`src/sv/functional_graph_kth_successor_macros.svh`:
```
// assertion macros for the kth successor block
// used by files that assert on clk with synchronous reset rst
`ifndef FUNCTIONAL_GRAPH_KTH_SUCCESSOR_MACROS_SVH
`define FUNCTIONAL_GRAPH_KTH_SUCCESSOR_MACROS_SVH

// same-cycle implication
`define FGKS_ASSERT_IMP(label, ante, cons, msg) \
  label: assert property (@(posedge clk) disable iff (rst) (ante) |-> (cons)) \
    else $error(msg);

// next-cycle implication
`define FGKS_ASSERT_NXT(label, ante, cons, msg) \
  label: assert property (@(posedge clk) disable iff (rst) (ante) |=> (cons)) \
    else $error(msg);

`endif

```
`src/sv/fgks_pkg.sv`:
```
// shared types and constants for the kth successor block
// no dependencies
package fgks_pkg;

  localparam int CMD_W      = 2;
  localparam int JUMP_W     = 30;
  localparam int CFG_IDX_W  = 2;
  localparam int CFG_DATA_W = 30;

  typedef enum logic [CMD_W-1:0] {
    CMD_LOAD  = 2'd0,
    CMD_BUILD = 2'd1,
    CMD_QUERY = 2'd2,
    CMD_NOP   = 2'd3
  } cmd_t;

  typedef enum logic [CFG_IDX_W-1:0] {
    CFG_JUMP_COUNT = 2'd0,
    CFG_NODE_COUNT = 2'd1
  } cfg_reg_t;

endpackage

```
`src/sv/fgks_engine.sv`:
```
// load, build and query sequencer with result register
// depends on fgks_pkg and functional_graph_kth_successor_macros.svh
`include "functional_graph_kth_successor_macros.svh"

module fgks_engine #(
  parameter int MAX_NODES = 1024,
  parameter int LEVELS    = 30,
  localparam int NODE_W   = $clog2(MAX_NODES + 1),
  localparam int IDX_W    = $clog2(MAX_NODES),
  localparam int LVL_W    = (LEVELS > 1) ? $clog2(LEVELS) : 1,
  localparam int ADDR_W   = LVL_W + IDX_W
) (
  input  logic                        clk,
  input  logic                        rst,
  input  logic                        in_valid,
  output logic                        in_stall,
  input  logic [fgks_pkg::CMD_W-1:0]  cmd,
  input  logic [NODE_W-1:0]           node,
  input  logic [NODE_W-1:0]           successor,
  output logic                        out_valid,
  input  logic                        out_stall,
  output logic [NODE_W-1:0]           end_node,
  input  logic [fgks_pkg::JUMP_W-1:0] jump_count,
  input  logic [NODE_W-1:0]           node_count,
  output logic                        wr_en,
  output logic [ADDR_W-1:0]           wr_addr,
  output logic [NODE_W-1:0]           wr_data,
  output logic                        rd_en,
  output logic [ADDR_W-1:0]           rd_addr,
  input  logic [NODE_W-1:0]           rd_data
);

  typedef enum logic [2:0] {
    S_IDLE,
    S_BRD1,
    S_BRD2,
    S_BWR,
    S_QSTEP,
    S_QLOAD,
    S_DONE
  } state_t;

  state_t              state;
  logic [LVL_W-1:0]    lvl;
  logic [NODE_W-1:0]   vtx;
  logic [NODE_W-1:0]   count;
  logic [NODE_W-1:0]   pos;
  logic [LEVELS-1:0]   bits;
  logic                ready;
  fgks_pkg::cmd_t      cmd_in;
  logic [NODE_W-1:0]   build_count;
  logic [LVL_W-1:0]    lvl_m1;
  logic                done_fire;
  logic                query_take;

  function automatic logic node_ok(input logic [NODE_W-1:0] v);
    return (v != '0) && (v <= NODE_W'(MAX_NODES));
  endfunction

  function automatic logic [IDX_W-1:0] idx_of(input logic [NODE_W-1:0] v);
    logic [NODE_W-1:0] m;
    m = v - NODE_W'(1);
    return m[IDX_W-1:0];
  endfunction

  assign cmd_in      = fgks_pkg::cmd_t'(cmd);
  assign in_stall    = (state != S_IDLE);
  assign lvl_m1      = lvl - LVL_W'(1);
  assign build_count = (node_count > NODE_W'(MAX_NODES)) ? NODE_W'(MAX_NODES) : node_count;
  assign done_fire   = (state == S_DONE) && (!out_valid || !out_stall);
  assign query_take  = in_valid && !in_stall && (cmd_in == fgks_pkg::CMD_QUERY);

  always_comb begin
    wr_en   = 1'b0;
    wr_addr = {lvl, idx_of(vtx)};
    wr_data = rd_data;
    rd_en   = 1'b0;
    rd_addr = {lvl, idx_of(pos)};
    unique case (state)
      S_IDLE: begin
        if (in_valid && cmd_in == fgks_pkg::CMD_LOAD && node_ok(node)) begin
          wr_en   = 1'b1;
          wr_addr = {LVL_W'(0), idx_of(node)};
          wr_data = successor;
        end
      end
      S_BRD1: begin
        rd_en   = 1'b1;
        rd_addr = {lvl_m1, idx_of(vtx)};
      end
      S_BRD2: begin
        rd_en   = 1'b1;
        rd_addr = {lvl_m1, idx_of(rd_data)};
      end
      S_BWR: begin
        wr_en   = 1'b1;
        wr_data = node_ok(pos) ? rd_data : '0;
      end
      S_QSTEP: begin
        rd_en = bits[LEVELS-1] && node_ok(pos);
      end
      default: ;
    endcase
  end

  always_ff @(posedge clk) begin
    if (rst) begin
      state     <= S_IDLE;
      ready     <= 1'b0;
      out_valid <= 1'b0;
    end else begin
      if (done_fire) begin
        out_valid <= 1'b1;
        end_node  <= pos;
      end else if (out_valid && !out_stall) begin
        out_valid <= 1'b0;
      end
      unique case (state)
        S_IDLE: begin
          if (in_valid) begin
            case (cmd_in)
              fgks_pkg::CMD_LOAD: begin
                if (node_ok(node)) begin
                  ready <= 1'b0;
                end
              end
              fgks_pkg::CMD_BUILD: begin
                if (LEVELS == 1 || build_count == '0) begin
                  ready <= 1'b1;
                end else begin
                  lvl   <= LVL_W'(1);
                  vtx   <= NODE_W'(1);
                  count <= build_count;
                  state <= S_BRD1;
                end
              end
              fgks_pkg::CMD_QUERY: begin
                if (ready && node_ok(node)) begin
                  pos   <= node;
                  bits  <= LEVELS'(jump_count);
                  lvl   <= LVL_W'(LEVELS - 1);
                  state <= S_QSTEP;
                end else begin
                  pos   <= '0;
                  state <= S_DONE;
                end
              end
              default: ;
            endcase
          end
        end
        S_BRD1: begin
          state <= S_BRD2;
        end
        S_BRD2: begin
          pos   <= rd_data;
          state <= S_BWR;
        end
        S_BWR: begin
          if (vtx == count) begin
            if (lvl == LVL_W'(LEVELS - 1)) begin
              ready <= 1'b1;
              state <= S_IDLE;
            end else begin
              lvl   <= lvl + LVL_W'(1);
              vtx   <= NODE_W'(1);
              state <= S_BRD1;
            end
          end else begin
            vtx   <= vtx + NODE_W'(1);
            state <= S_BRD1;
          end
        end
        S_QSTEP: begin
          if (bits[LEVELS-1] && node_ok(pos)) begin
            state <= S_QLOAD;
          end else begin
            if (bits[LEVELS-1]) begin
              pos <= '0;
            end
            bits <= bits << 1;
            if (lvl == '0) begin
              state <= S_DONE;
            end else begin
              lvl <= lvl - LVL_W'(1);
            end
          end
        end
        S_QLOAD: begin
          pos  <= rd_data;
          bits <= bits << 1;
          if (lvl == '0) begin
            state <= S_DONE;
          end else begin
            lvl   <= lvl - LVL_W'(1);
            state <= S_QSTEP;
          end
        end
        S_DONE: begin
          if (done_fire) begin
            state <= S_IDLE;
          end
        end
        default: state <= S_IDLE;
      endcase
    end
  end

  `FGKS_ASSERT_IMP(a_write_only_load_build, wr_en, state == S_IDLE || state == S_BWR, "bad write")
  `FGKS_ASSERT_IMP(a_build_level_nonzero, state == S_BWR, lvl != '0, "build writes level zero")
  `FGKS_ASSERT_NXT(a_query_leaves_idle, query_take, state != S_IDLE, "query did not start")
  `FGKS_ASSERT_IMP(a_result_from_done, $rose(out_valid), $past(state) == S_DONE, "stray result")

endmodule

```
`config.mk`:
```
export PLATFORM = sky130hd
export DESIGN_NAME = fgks_engine
export DESIGN_NICKNAME = d
export VERILOG_FILES = /design/src/sv/fgks_pkg.sv /design/src/sv/fgks_engine.sv
export VERILOG_INCLUDE_DIRS = /design/src /design/src/sv
export SDC_FILE = /design/constraint.sdc
export NUM_CORES = 1
export LEC_CHECK = 0
export BUFFER_PORTS_ARGS = -buffer_cell sky130_fd_sc_hd__clkbuf_2
export CAP_MARGIN = 20
export CELL_PAD_IN_SITES_DETAIL_PLACEMENT = 0
export CELL_PAD_IN_SITES_GLOBAL_PLACEMENT = 2
export CORE_MARGIN = 4
export CORE_UTILIZATION = 35
export CTS_CLUSTER_SIZE = 24
export DETAILED_ROUTE_END_ITERATION = 8
export GPL_ROUTABILITY_DRIVEN = 0
export HOLD_SLACK_MARGIN = 0.15
export PLACE_DENSITY_LB_ADDON = 0.1
export SLEW_MARGIN = 30
export SYNTH_ARGS = -nofsm -noshare
export SYNTH_HDL_FRONTEND = slang
export SYNTH_SLANG_ARGS = --single-unit
```
`constraint.sdc`:
```
create_clock -name clk -period 12.1 [get_ports clk]
set_input_delay 2.42 -clock clk [delete_from_list [all_inputs] [get_ports clk]]
set_output_delay 2.42 -clock clk [all_outputs]
set_load 0.02 [all_outputs]
```
# Word level (Yosys, flattened, before mapping)
# Cells that the tools add are included.
[word_totals]
wordCells = 139
ff_bits = 84
input_bits = 80
out_inout_bits = 56
[op_classes]
eq_ne = 29
n_bitwise = 2
addsub = 7
reduce_logical = 33
mux = 56
order_cmp = 3
[ops]
columns = ["op", "n"]
rows = [
  ["$mux W11", 13],
  ["$mux W30", 4],
  ["$pmux W30 S3", 1],
  ["$pmux W11 S2", 2],
  ["$sub A10 B1 Y10 const B", 4],
  ["$mux W5", 7],
  ["$pmux W11 S3", 1],
  ["$mux W15", 2],
  ["$pmux W15 S2", 1],
  ["$le A11 B11 Y1 const B", 2],
  ["$reduce_bool A11 Y1", 2],
  ["$pmux W3 S7", 1],
  ["$ne A2 B2 Y1 const B", 10],
  ["$pmux W5 S4", 1],
  ["$mux W3", 6],
  ["$ne A3 B3 Y1 const B", 6],
  ["$reduce_and A6 Y1", 3],
  ["$add A11 B1 Y11 const B", 1],
  ["$eq A11 B11 Y1", 1],
  ["$gt A11 B11 Y1 const B", 1],
  ["$logic_not A11 Y1", 1],
  ["$pmux W5 S2", 1],
  ["$reduce_and A5 Y1", 2],
  ["$eq A3 B3 Y1 const B", 3],
  ["other kinds (27)", 54],
]

# Longest topological paths before layout
[logic_depth]
ltp_word = 7
ltp_mapped = 8
mapped_depth_nobuf = 7

# Least setup slack after synthesis
# Ideal clock, no wire load.
[synth_timing]
path_kind = "input to output"
from = "in node[0]"
to = "out wr_addr[0]"
arrival_time_ns = 4.495
slack_ns = 5.185
n_path_buf = 1
stages = 7
required_ns = 9.680
cell_sequence = "inv_1 -> ha_1 -> or4b_4 -> o31a_1 -> nor4b_4 -> buf_4 -> mux2i_1"
[synth_between]
elab_chain_cells = 5
word_cells_on_any_way = 7
classes_between = "1 x add/sub; 1 x order compare; 2 x mux; 3 x reduce/logical"
[synth_rtl]
columns = ["item", "line", "source"]
rows = [
  ["from (decl)", "fgks_engine.sv:18", "input logic [NODE_W-1:0] node,"],
  ["$le A11 B11 Y1 or $reduce_bool A11 Y1 (tied branches)", "fgks_engine.sv:57", "return (v != '0) && (v <= NODE_W'(MAX_NODES));"],
  ["$logic_and A1 B1 Y1", "fgks_engine.sv:57", ""],
  ["$logic_and A1 B1 Y1", "fgks_engine.sv:81", "if (in_valid && cmd_in == fgks_pkg::CMD_LOAD && node_ok(node)) begin"],
  ["$mux W15 (*)", "fgks_engine.sv:81", ""],
  ["$mux W15 (*)", "fgks_engine.sv:79", "unique case (state)"],
  ["to (decl)", "fgks_engine.sv:26", "output logic [ADDR_W-1:0] wr_addr,"],
]
# Mark *: on every way between the ends. The rest lies on a longest branch, timed or not.

# Worst setup path after layout
# Same ends and word-level chain as after synthesis.

==> flow_metrics.py <==
metrics = {
    "drt": {
        "drc_errors": 0,
        "drt_first_pass_iters": 5,
        "wl_mm": 14.70,
        "wire_per_inst_um": 17.23,
        "vias_per_cell": 5.211,
        "ant_nets": 0,
        "drt_iter0_markers": 214,
        "num_vias": 4445,
    },
    "setup_path": {
        "cp_slowest_cell": "or4b_4",
        "crit_path_max_fanout": 31,
        "regToRegSetupSlack_ns": 9.25,
        "cp_data_required_time_ns": 9.68,
        "crit_chain": "clkbuf_2, inv_1, ha_1, or4b_4, o31a_1, nor4b_4, buf_4, mux2i_1, clkbuf_2",
        "cp-startpoint": "node[0]",
        "startpoint_type": "input pin",
        "critPathArrivalTime_ns": 4.96,
        "r2r_start": "vtx[6]",
        "rr_endpoint": "lvl[3]",
        "reg2reg_depth": 5,
        "crit_type": "input pin to output port",
        "cpMostUsedCell": "clkbuf_2",
        "crit_path_end_kind": "output port",
        "endpoint": "wr_addr[0]",
        "max_stage_delay_ns": 0.52,
    },
    "clocking": {
        "post_cts_resized": 0,
        "clkLatencyLatePin_ns": 0.34,
        "path_clk_slew_ns": 0.06,
        "cts_max_level": 3,
        "cts.sinks": 84,
        "clk_path_buf_depth": 2,
        "clock-root-buffer": "clkbuf_16",
        "post_cts_buffers": 0,
        "cts_tree": "built",
        "cts_buffers": 9,
        "holdBufCountCts": 0,
    },
    "timing": {
        "rsz0062_at_grt": "false",
        "fin_crit_sh_pct": 60.99,
        "maxSlewViolCount": 0,
        "setup_viol": 0,
        "worstMarginPinSlew_ns": 0.9270,
        "finalHoldViolCount": 0,
        "setup_tns_ns": 0,
        "clock_skew_ns": 0.005292,
        "fmax_mhz": 135.5,
        "slew_headroom_pct": 37.33,
        "period_needed_ns": 7.380,
    },
    "power": {
        "p_seq_share_pct": 42.0,
        "vdd_drop_max_mv": 0.06812,
        "finalPower_mw": 0.8271,
        "p_leak_nw": 2.627,
        "power.switching_mw": 0.2284,
        "power.density_mw_per_mm2": 128.6,
        "sw_frac_of_total_pct": 27.61,
        "intPower_mw": 0.5987,
        "clockPowerShare_pct": 37.6,
        "combPwrFrac_pct": 20.4,
    },
    "grt": {
        "grt-ovfl-total": 0,
        "grt_pass1_vias": 4211,
        "grt_max_degree": 36,
        "grt_usage_pct": 17.50,
        "antenna_found_initial": 0,
        "grt_pass1_wl_mm": 23.10,
    },
    "placement": {
        "dpl.hpwl_mm": 11.30,
        "portBuffers": 135,
    },
    "yosys": {
        "synth.cell_area_mm2": 0.005256,
        "synthMuxAreaShare_pct": 4.451,
        "synth_top_family_by_area": "simple AND/OR/NAND/NOR gates",
        "synth-async-reset-ratio_pct": 0,
        "synth_adder_area_share_pct": 1.904,
        "syn-instance-count": 546,
        "synthFlopType": "edfxtp_1",
        "ys_ff_latch": 84,
        "yosysSeqAreaShare_pct": 47.04,
        "synth-compound-area-share_pct": 10.97,
        "yosys.area_share.xor_xnor_pct": 7.332,
        "yosysUniqueCellTypes": 61,
        "synth_edf_count": 79,
        "yosys.area_share.simple_pct": 24.33,
        "syn_nets": 634,
        "synth_area_per_cell_um2": 9.627,
        "yosys_warnings": 0,
    },
    "floorplanning": {
        "rows": 44,
        "die-area_mm2": 0.01704,
        "die_w_um": 130.5,
        "coreArea_mm2": 0.01464,
        "io-pin-count": 136,
        "start_util_pct": 35.89,
        "dieHeight_um": 130.5,
    },
    "final_layout": {
        "nNetsFinal": 752,
        "final_layout_size_suffix_gt1_share_pct": 26.61,
        "finish.utilization_pct": 43.93,
        "num-fill-cells": 1474,
        "diodes": 0,
        "syn_to_final_growth_pct": 22.40,
    },
    "run_status": {
        "status": "finished clean",
    },
    "hold_path": {
        "min_path_type": "flip-flop to flip-flop",
    },
    "flow_run": {
        "max_cap_violations": 0,
    },
}
## layout by cell type, fill, tap and decap left out, types with 12 or more instances in the layout
| master | instances |
|---|---|
| xor2_1 | 22 |
| nor2b_1 | 19 |
| mux2i_1 | 20 |
| nor2_1 | 37 |
| nand3_1 | 15 |
| a22o_1 | 22 |
| nand2_1 | 114 |
| inv_1 | 15 |
| xnor2_1 | 22 |
| clkbuf_2 | 135 |
| edfxtp_1 | 79 |
| o21ai_0 | 12 |
| nor4_1 | 12 |
| nor3_1 | 18 |
## power by group through the flow
stage	logic (mW)	registers [mW]	clock network (mW)
after floorplan	0.112	0.346	0
after global placement	0.169	0.352	0
after detailed placement	0.170	0.353	0
after CTS	0.170	0.347	0.320
after global routing	0.186	0.349	0.330
final	0.169	0.347	0.311
## metal layers
layer  up-vias  GRT usage, %  routed length, um  part of all wire (%)
met5         -             0                  0                     0
met4         0         4.961                115                  0.78
met3         8         3.537                730                   5.0
met2       117         27.08               6818                    46
met1      2125         24.95               7032                    48
li1       2195             -                  -                     -
## synthesized netlist by cell type, types with 3 or more instances
cell type  instances  area (um^2)
nand4_1            5        31.28
or2_2              4        25.02
dfxtp_1            5        100.1
xor2_1            22        192.7
xnor2_1           22        192.7
a21oi_1           12        60.06
nor3_1            18        90.09
edfxtp_1          79         2372
nor4_1            12        75.07
o31ai_1            3        22.52
a22o_1            22        192.7
nor2b_1           20        125.1
clkbuf_1          27        101.4
ha_1               8        100.1
a31oi_1            3        18.77
mux2i_1           20        200.2
a221oi_1           3        26.28
or3_1              6        37.54
o221ai_1           3        26.28
buf_2              4        20.02
nor2_1            37        138.9
nand2b_1           4        25.02
or4_1              3        22.52
o21ai_0           12        60.06
nor3b_1            3        22.52
nand3_1           15        75.07
buf_1              3        11.26
inv_1             15        56.30
nand2_1          114        427.9
## metrics by stage
step | cell area, um^2 | hold slack [ns] | std cells | setup WS, ns
3_3_place_gp | 6085 | 0.4652 | 837 | 4.765
2_1_floorplan | 5256 | 0.4501 | 546 | 5.185
5_1_grt | 6434 | 0.5204 | 853 | 4.496
4_1_cts | 6424 | 0.4969 | 853 | 4.683
6_report | 6434 | 0.4904 | 853 | 4.720
3_5_place_dp | 6091 | 0.4817 | 837 | 4.686
## final cells by class
cell class	count	area, um^2	share of cell area, %
clock buffers	11	232.7	3.617
clock inverters	5	100.1	1.556
inverters	15	56.30	0.8751
multi-input cells	410	2599	40.39
flip-flops and latches	84	2472	38.43
well taps	184	230.2	3.578
repair buffers	144	743.2	11.55
## how the worst min path moves through the flow
stage	start	endpoint	slack [ns]	cells after the start
after floorplan	pos[2]	end_node[2]	0.45	0
after global placement	pos[4]	end_node[4]	0.47	0
after detailed placement	pos[4]	end_node[4]	0.48	0
after CTS	pos[4]	end_node[4]	0.50	0
after global routing	pos[3]	end_node[3]	0.52	0
final	pos[4]	end_node[4]	0.49	0
## sequential cells by signal (all words and copies together), names as in the netlist
signal and count:
bits 30, count 11, end_node 11, pos 11, vtx 11, lvl 5
state 3, out_valid 1, ready 1
## critical path, delay by kind of cell
kind                     cells  cell delay (ns)
multiplexers                 1             0.32
buffers and inverters        4             0.81
adder cells (fa/ha/maj)      1             0.19
AO/OA/AOI/OAI                1             0.36
AND/OR/NAND/NOR              2             0.85
## cell families after synthesis
| kind of cell | Yosys count |
|---|---|
| simple gates | 258 |
| mux | 22 |
| buf+inv | 52 |
| flops | 84 |
| compound gates | 78 |
| xor+xnor | 44 |
| fa+ha+maj | 8 |
Power figures use the tool's default switching activity.
